[src/sv/cau_pkg.sv]
`default_nettype none
// ----------------------------------------------------------------------------
// cau_pkg
// Shared types, constants and helper functions of the complex arithmetic unit.
// ----------------------------------------------------------------------------
package cau_pkg;

    localparam int QDEPTH    = 4;
    localparam int QPTR_W    = $clog2(QDEPTH);
    localparam int QCNT_W    = $clog2(QDEPTH + 1);
    localparam int DIV_STEPS = 32;

    typedef enum logic [1:0] {
        ACT_ADD = 2'd0,
        ACT_SUB = 2'd1,
        ACT_MUL = 2'd2,
        ACT_DIV = 2'd3
    } action_t;

    // One queued item, classified by the front end.
    typedef struct packed {
        action_t            action;
        logic               dz;
        logic signed [31:0] a_real;
        logic signed [31:0] a_imag;
        logic signed [31:0] b_real;
        logic signed [31:0] b_imag;
    } item_t;

    // Handshake between the front queue and the back pipeline.
    typedef struct packed {
        logic  vld;
        item_t item;
    } queue_head_t;

    // Per-item data that travels alongside the divider lanes.
    typedef struct packed {
        action_t     action;
        logic        dz;
        logic        neg_re;
        logic        neg_im;
        logic        big_re;
        logic        big_im;
        logic [31:0] res_re;
        logic [31:0] res_im;
        logic        ovf;
    } side_t;

    typedef struct packed {
        logic        ovf;
        logic [31:0] val;
    } sat_t;

    typedef struct packed {
        logic [63:0] rem;
        logic [31:0] lq;
    } div_lane_t;

    // Saturate a sign-magnitude value; big means the magnitude is at least 2^32.
    function automatic sat_t sat_sm(input logic neg, input logic big,
                                    input logic [31:0] mag);
        sat_t r;
        if (!neg) begin
            if (big || mag[31]) begin
                r.ovf = 1'b1;
                r.val = 32'h7FFF_FFFF;
            end else begin
                r.ovf = 1'b0;
                r.val = mag;
            end
        end else begin
            if (big || (mag > 32'h8000_0000)) begin
                r.ovf = 1'b1;
                r.val = 32'h8000_0000;
            end else begin
                r.ovf = 1'b0;
                r.val = 32'(~mag + 32'd1);
            end
        end
        return r;
    endfunction

    // Saturate a 33-bit two's complement sum to 32 bits.
    function automatic sat_t sat_sum(input logic [32:0] s);
        sat_t r;
        if (s[32] != s[31]) begin
            r.ovf = 1'b1;
            r.val = s[32] ? 32'h8000_0000 : 32'h7FFF_FFFF;
        end else begin
            r.ovf = 1'b0;
            r.val = s[31:0];
        end
        return r;
    endfunction

    // One restoring division step: shift in the next dividend bit, subtract
    // when possible and shift the quotient bit into the low word.
    function automatic div_lane_t div_step(input div_lane_t cur, input logic [63:0] den);
        div_lane_t  r;
        logic [64:0] t;
        logic [64:0] d;
        t = {cur.rem, cur.lq[31]};
        d = {1'b0, den};
        if (t >= d) begin
            r.rem = 64'(t - d);
            r.lq  = {cur.lq[30:0], 1'b1};
        end else begin
            r.rem = t[63:0];
            r.lq  = {cur.lq[30:0], 1'b0};
        end
        return r;
    endfunction

endpackage
`default_nettype wire

[src/sv/cau_front.sv]
`default_nettype none
// ----------------------------------------------------------------------------
// cau_front
// Accepts items, flags divides by zero and queues them for the back pipeline.
// ----------------------------------------------------------------------------
module cau_front (
    input  wire logic               aclk,
    input  wire logic               aresetn,
    input  wire logic               s_valid,
    output logic                    s_ready,
    input  wire logic [1:0]         s_action,
    input  wire logic signed [31:0] s_a_real,
    input  wire logic signed [31:0] s_a_imag,
    input  wire logic signed [31:0] s_b_real,
    input  wire logic signed [31:0] s_b_imag,
    input  wire logic               pop,
    output cau_pkg::queue_head_t    head
);
    import cau_pkg::*;

    item_t              mem_reg [QDEPTH];
    logic [QPTR_W-1:0]  wr_ptr_reg, wr_ptr_next;
    logic [QPTR_W-1:0]  rd_ptr_reg, rd_ptr_next;
    logic [QCNT_W-1:0]  count_reg, count_next;
    item_t              in_item;
    logic               push;
    logic               do_pop;

    always_comb begin
        in_item.action = action_t'(s_action);
        in_item.dz     = (action_t'(s_action) == ACT_DIV) &&
                         (s_b_real == 32'sd0) && (s_b_imag == 32'sd0);
        in_item.a_real = s_a_real;
        in_item.a_imag = s_a_imag;
        in_item.b_real = s_b_real;
        in_item.b_imag = s_b_imag;
    end

    assign s_ready   = (count_reg != QCNT_W'(QDEPTH));
    assign push      = s_valid && s_ready;
    assign do_pop    = pop && (count_reg != '0);
    assign head.vld  = (count_reg != '0);
    assign head.item = mem_reg[rd_ptr_reg];

    always_comb begin
        wr_ptr_next = push ? QPTR_W'(wr_ptr_reg + 1'b1) : wr_ptr_reg;
        rd_ptr_next = do_pop ? QPTR_W'(rd_ptr_reg + 1'b1) : rd_ptr_reg;
        count_next  = count_reg;
        if (push && !do_pop) begin
            count_next = QCNT_W'(count_reg + 1'b1);
        end else if (do_pop && !push) begin
            count_next = QCNT_W'(count_reg - 1'b1);
        end
    end

    always_ff @(posedge aclk) begin
        if (!aresetn) begin
            wr_ptr_reg <= '0;
            rd_ptr_reg <= '0;
            count_reg  <= '0;
        end else begin
            wr_ptr_reg <= wr_ptr_next;
            rd_ptr_reg <= rd_ptr_next;
            count_reg  <= count_next;
        end
    end

    always_ff @(posedge aclk) begin
        if (push) begin
            mem_reg[wr_ptr_reg] <= in_item;
        end
    end

`ifndef NO_ASSERTIONS
    a_count_bound: assert property (@(posedge aclk) disable iff (!aresetn)
        count_reg <= QCNT_W'(QDEPTH))
        else $error("queue count exceeds depth");
    a_full_no_ready: assert property (@(posedge aclk) disable iff (!aresetn)
        (count_reg == QCNT_W'(QDEPTH)) |-> !s_ready)
        else $error("ready while queue is full");
    a_pop_count: assert property (@(posedge aclk) disable iff (!aresetn)
        (do_pop && !push) |=> (count_reg == QCNT_W'($past(count_reg) - 1'b1)))
        else $error("queue count did not drop on a pop");
`endif

endmodule
`default_nettype wire

[config.mk]
export PLATFORM = sky130hd
export DESIGN_NAME = cau_front
export DESIGN_NICKNAME = d
export VERILOG_FILES = /design/src/sv/cau_pkg.sv /design/src/sv/cau_front.sv
export SDC_FILE = /design/constraint.sdc
export NUM_CORES = 1
export LEC_CHECK = 0
export ABC_CLOCK_PERIOD_IN_PS = 12900
export BUFFER_PORTS_ARGS = -buffer_cell sky130_fd_sc_hd__buf_2
export CORE_MARGIN = 1
export CORE_UTILIZATION = 60
export DETAILED_ROUTE_END_ITERATION = 12
export PLACE_DENSITY = 0.83
export SLEW_MARGIN = 20
export SYNTH_ARGS = -nofsm -noshare
export SYNTH_HDL_FRONTEND = slang
export SYNTH_SLANG_ARGS = --single-unit
[constraint.sdc]
create_clock -name aclk -period 12.9 [get_ports aclk]
set_input_delay 2.58 -clock aclk [delete_from_list [all_inputs] [get_ports aclk]]
set_output_delay 2.58 -clock aclk [all_outputs]
set_load 0.01 [all_outputs]
Yosys cells after proc, flatten, opt, wreduce, memory -nomap -nowiden

Memory sizes are Yosys's and may differ from the RTL's. A register that Yosys moved wholly into a read port is not among the register bits.
Index checks and enable logic that the tools add are counted.
W data, S select, Z words.

Register bits: 7
Bits in writable memories: 524
Bits of input ports: 134
Output and inout bits: 133
Logic and storage cells: 28
Memories kept: 1

$add $sub $neg: 4
Eq/ne operators: 2
Muxes and demuxes: 6
Reductions and logical operators: 12

Memories:

| memory  | depth | width | rd ports | clocked after Yosys merged registers in | write ports | line            | source |
|---|---|---|---|---|---|---|---|
| mem_reg | 4     | 131   | 1        | 1                                       | 1           | cau_front.sv:21 | `item_t mem_reg [QDEPTH];` |

Operators with widths:

| cell                  | count |
|---|---|
| $logic_not A32 Y1     | 2 |
| $logic_and A1 B1 Y1   | 6 |
| $mux W3               | 2 |
| $add A2 B1 Y2 const B | 2 |
| $mux W2               | 2 |
| $add A3 B1 Y3 const B | 1 |
| $ne A3 B3 Y1 const B  | 1 |
| $reduce_bool A3 Y1    | 1 |
| $sub A3 B1 Y3 const B | 1 |
| $eq A2 B2 Y1 const B  | 1 |
| $logic_not A1 Y1      | 2 |
| $mux W1               | 2 |
| $reduce_bool A2 Y1    | 1 |

Logic depth before layout (Yosys ltp)

Depth after elaboration: 6
Gate-level depth with buffers: 8
Gate-level depth less buffers: 8

Worst setup path before layout

Ideal clock, no wire load.

Path kind: input-to-reg
Start: in s_valid
End: mem mem_reg[0][0] in the netlist's numbering, enable pin
Setup time: 0.506 ns
Arrival: 5.908 ns
Data required time: 12.394 ns
Path slack: 6.487 ns
Cell stages on the path: 2
Buffers on the path: 0
Cells stage by stage: a21boi_2 and2_1

Longest elaborated chain between the ends: 3

RTL lines:

| element                       | line            | source |
|---|---|---|
| start: declaration            | cau_front.sv:9  | `input wire logic s_valid,` |
| $logic_and A1 B1 Y1           | cau_front.sv:40 | `assign push = s_valid && s_ready;` |
| $mux W1                       | cau_front.sv:69 | `if (push) begin` |
| $mux W1 (not written as such) | cau_front.sv:70 | `mem_reg[wr_ptr_reg] <= in_item;` |
| end: declaration              | cau_front.sv:21 |  |

Every way passes these cells.

==> metrics.md <==
| Metric | Value |
|---|---|
| # IOs | `267` |
| Hold crit path type | `flop to flop` |
| Vias | `9054` |
| CTS tree | `yes` |
| Worst-margin pin slew | `975 ps` |
| Synthesized flop and latch total | `533` |
| WS Path Type | `flop to output pin` |
| Final hold violations | `0` |
| Layout area overhead | `18.0%` |
| Peak VDD IR | `0.156 mV` |
| Top cell type's share of synthesized area | `80.7%` |
| Die area | `0.0332 mm²` |
| Slew Limit Headroom | `35.0%` |
| CP Launch Type | `flop` |
| Post-synthesis cell count | `753` |
| Synthesized Nets | `893` |
| Layout cells sized above 1 | `44.6%` |
| Crit end category | `output pin` |
| Htree depth | `2` |
| Skew-Pair Late Insertion Delay | `550 ps` |
| Power Density | `205 mW/mm²` |
| Setup violators final | `0` |
| I/O Buffers | `266` |
| Async SR Flop Fraction | `0%` |
| Clk_skew | `23.2 ps` |
| Max reg flops | `524` |
| YS warnings | `0` |
| CTS max path bufs | `3` |
| Post-synth EDFFs | `524` |
| GRT Total Usage | `23.0%` |
| Post-synth top cells | `edfxtp_1, mux4_2, nor4_1` |
| Synth unique cells | `26` |
| Max Clock Freq | `0.160 GHz` |
| HPWL after DPL | `22500 µm` |
| First-pass GRT wire length | `56500 µm` |
| Setup_tns | `0 ps` |
| Placed inst area | `0.0213 mm²` |
| Largest net degree at the start of global routing | `75` |
| P_leak | `0.00764 µW` |
| Post-Syn Area | `0.0195 mm²` |
| Vias in the first global route | `9406` |
| Initial antenna violation count | `8` |
| Fin area | `0.0230 mm²` |
| Tmin final | `6230 ps` |
| Final period util | `48.3%` |
| Critical-path maximum fanout | `53` |
| Worst EP required | `10320 ps` |
| RePlAce Congestion | `0.762` |
| Register area share after synthesis | `81.6%` |
| Final WL | `37700 µm` |
| Mapped Avg Cell Area | `25.9 µm²` |
| Unrepaired setup endpoints after global routing | `false` |
| Final Max Tran Viols | `0` |
| Setup repair bufs after CTS | `0` |
| Area leader, netlist | `edfxtp_1` |
| Core outline area | `0.0318 mm²` |
| Site row count | `65` |
| Die Y-Extent | `182 µm` |
| Max-Cap Viols | `0` |
| Post-CTS Resized | `0` |
| Die Width | `182 µm` |
| Total congestion overflow | `0` |
| Sink Count | `533` |
| Outcome | `finished clean` |
| Avg WL per Cell | `24.5 µm` |
| CTS clk-pin slew, worst paths | `60 ps` |
| Count leader, synth | `edfxtp_1` |
| DRT Pass-1 Iters | `5` |
| Nets@finish | `1195` |
| DRT iter0 DRCs | `773` |
| Root cell of the clock tree | `clkbuf_16` |
| Main synth FF type | `edfxtp_1` |
| Hold_buf cts | `0` |
| DRC Markers | `0` |
| Number of vias per cell | `5.89` |
| Critical Path AT | `3650 ps` |
| Area contributors post-synth | `edfxtp_1, mux4_2, dfxtp_1` |
| Number of routed nets with antenna violations | `0` |
| Worst Hold Margin | `540 ps` |
| CTS buffer count | `51` |
| Initial Util | `61.3%` |
[metrics by stage]
step | total power (µW) | setup WS [ps] | cells | utilization [%]
2_1_floorplan | 2920 | 6490 | 753 | -
3_3_place_gp | 3240 | 6770 | 1436 | 66.9
3_5_place_dp | 3270 | 6720 | 1436 | 66.9
4_1_cts | 4760 | 6150 | 1531 | 72.2
5_1_grt | 4890 | 6280 | 1533 | 72.3
6_report | 4710 | 6670 | 1537 | 72.4
[final timing paths]
check | from | end | cells after the start | slack [ps]
max | flop | head[84] | 4 | 6670
min | count_reg[2] | count_reg[2] | 2 | 540
max reg2reg | count_reg[1] | mem_reg[3][82] | 6 | 9900
min reg2reg | count_reg[2] | count_reg[2] | 2 | 540
[metal layers]
layer	GRT usage, %	share of wire [%]	up-vias
li1	-	-	3881
met1	32.3	40	4671
met2	35.8	48	436
met3	7.22	10	60
met4	6.08	2.1	6
met5	0	0.088	-
[cells in the final DEF, fill, tap and decap left out, types with 2 or more instances in the layout]
cell          n
edfxtp_1    524
buf_2       266
mux4_2      131
clkbuf_16    52
nor4_1       15
clkinv_1     13
buf_4        11
clkbuf_1     10
bufinv_16     7
dfxtp_1       7
diode_2       5
and2_1        5
ha_1          5
clkinvlp_4    5
clkinv_2      5
and2_4        4
xnor2_1       4
inv_1         3
nand3_1       3
nor2_1        2
nand2_1       2
or3_1         2
nor4b_1       2
nand4_1       2
mux2i_1       2
nor2b_1       2
dfxtp_4       2
inv_6         2
[power by group]
part / switching [µW] / internal (µW)
clock network: 607 / 880
logic: 524 / 487
registers: 94.9 / 2120
total: 1230 / 3490
[critical path: stages (launching register included)]
cell	delay, ps
dfxtp_4	960
buf_6	660
buf_4	650
mux4_2	600
buf_2	160
[cell families (layout without fill, tap and decap cells)]
group                      count (synthesis)  count (layout)  share of synthesized area [%]
AOI/OAI and AO/OA                          3               3                          0.122
xor gates and xnor gates                   5               5                          0.224
adders and majority gates                  6               6                          0.423
buffers and inverters                     33             377                           1.17
DFF                                      533             533                           81.6
muxes                                    133             133                           15.2
other                                      0               5                              0
and+or+nand+nor                           40              40                           1.25
[area by class of cell]
class | instances | area, µm²
Clock inverter | 33 | 355
Multi-Input combinational cell | 187 | 3370
Sequential cell | 533 | 15900
Clock buffer | 62 | 1340
Timing Repair Buffer | 279 | 1450
Tap cell | 435 | 544
Inverter | 3 | 11.3
Fill cell | 1759 | 8790
Antenna cell | 5 | 12.5
Power figures use the tool's default switching activity.
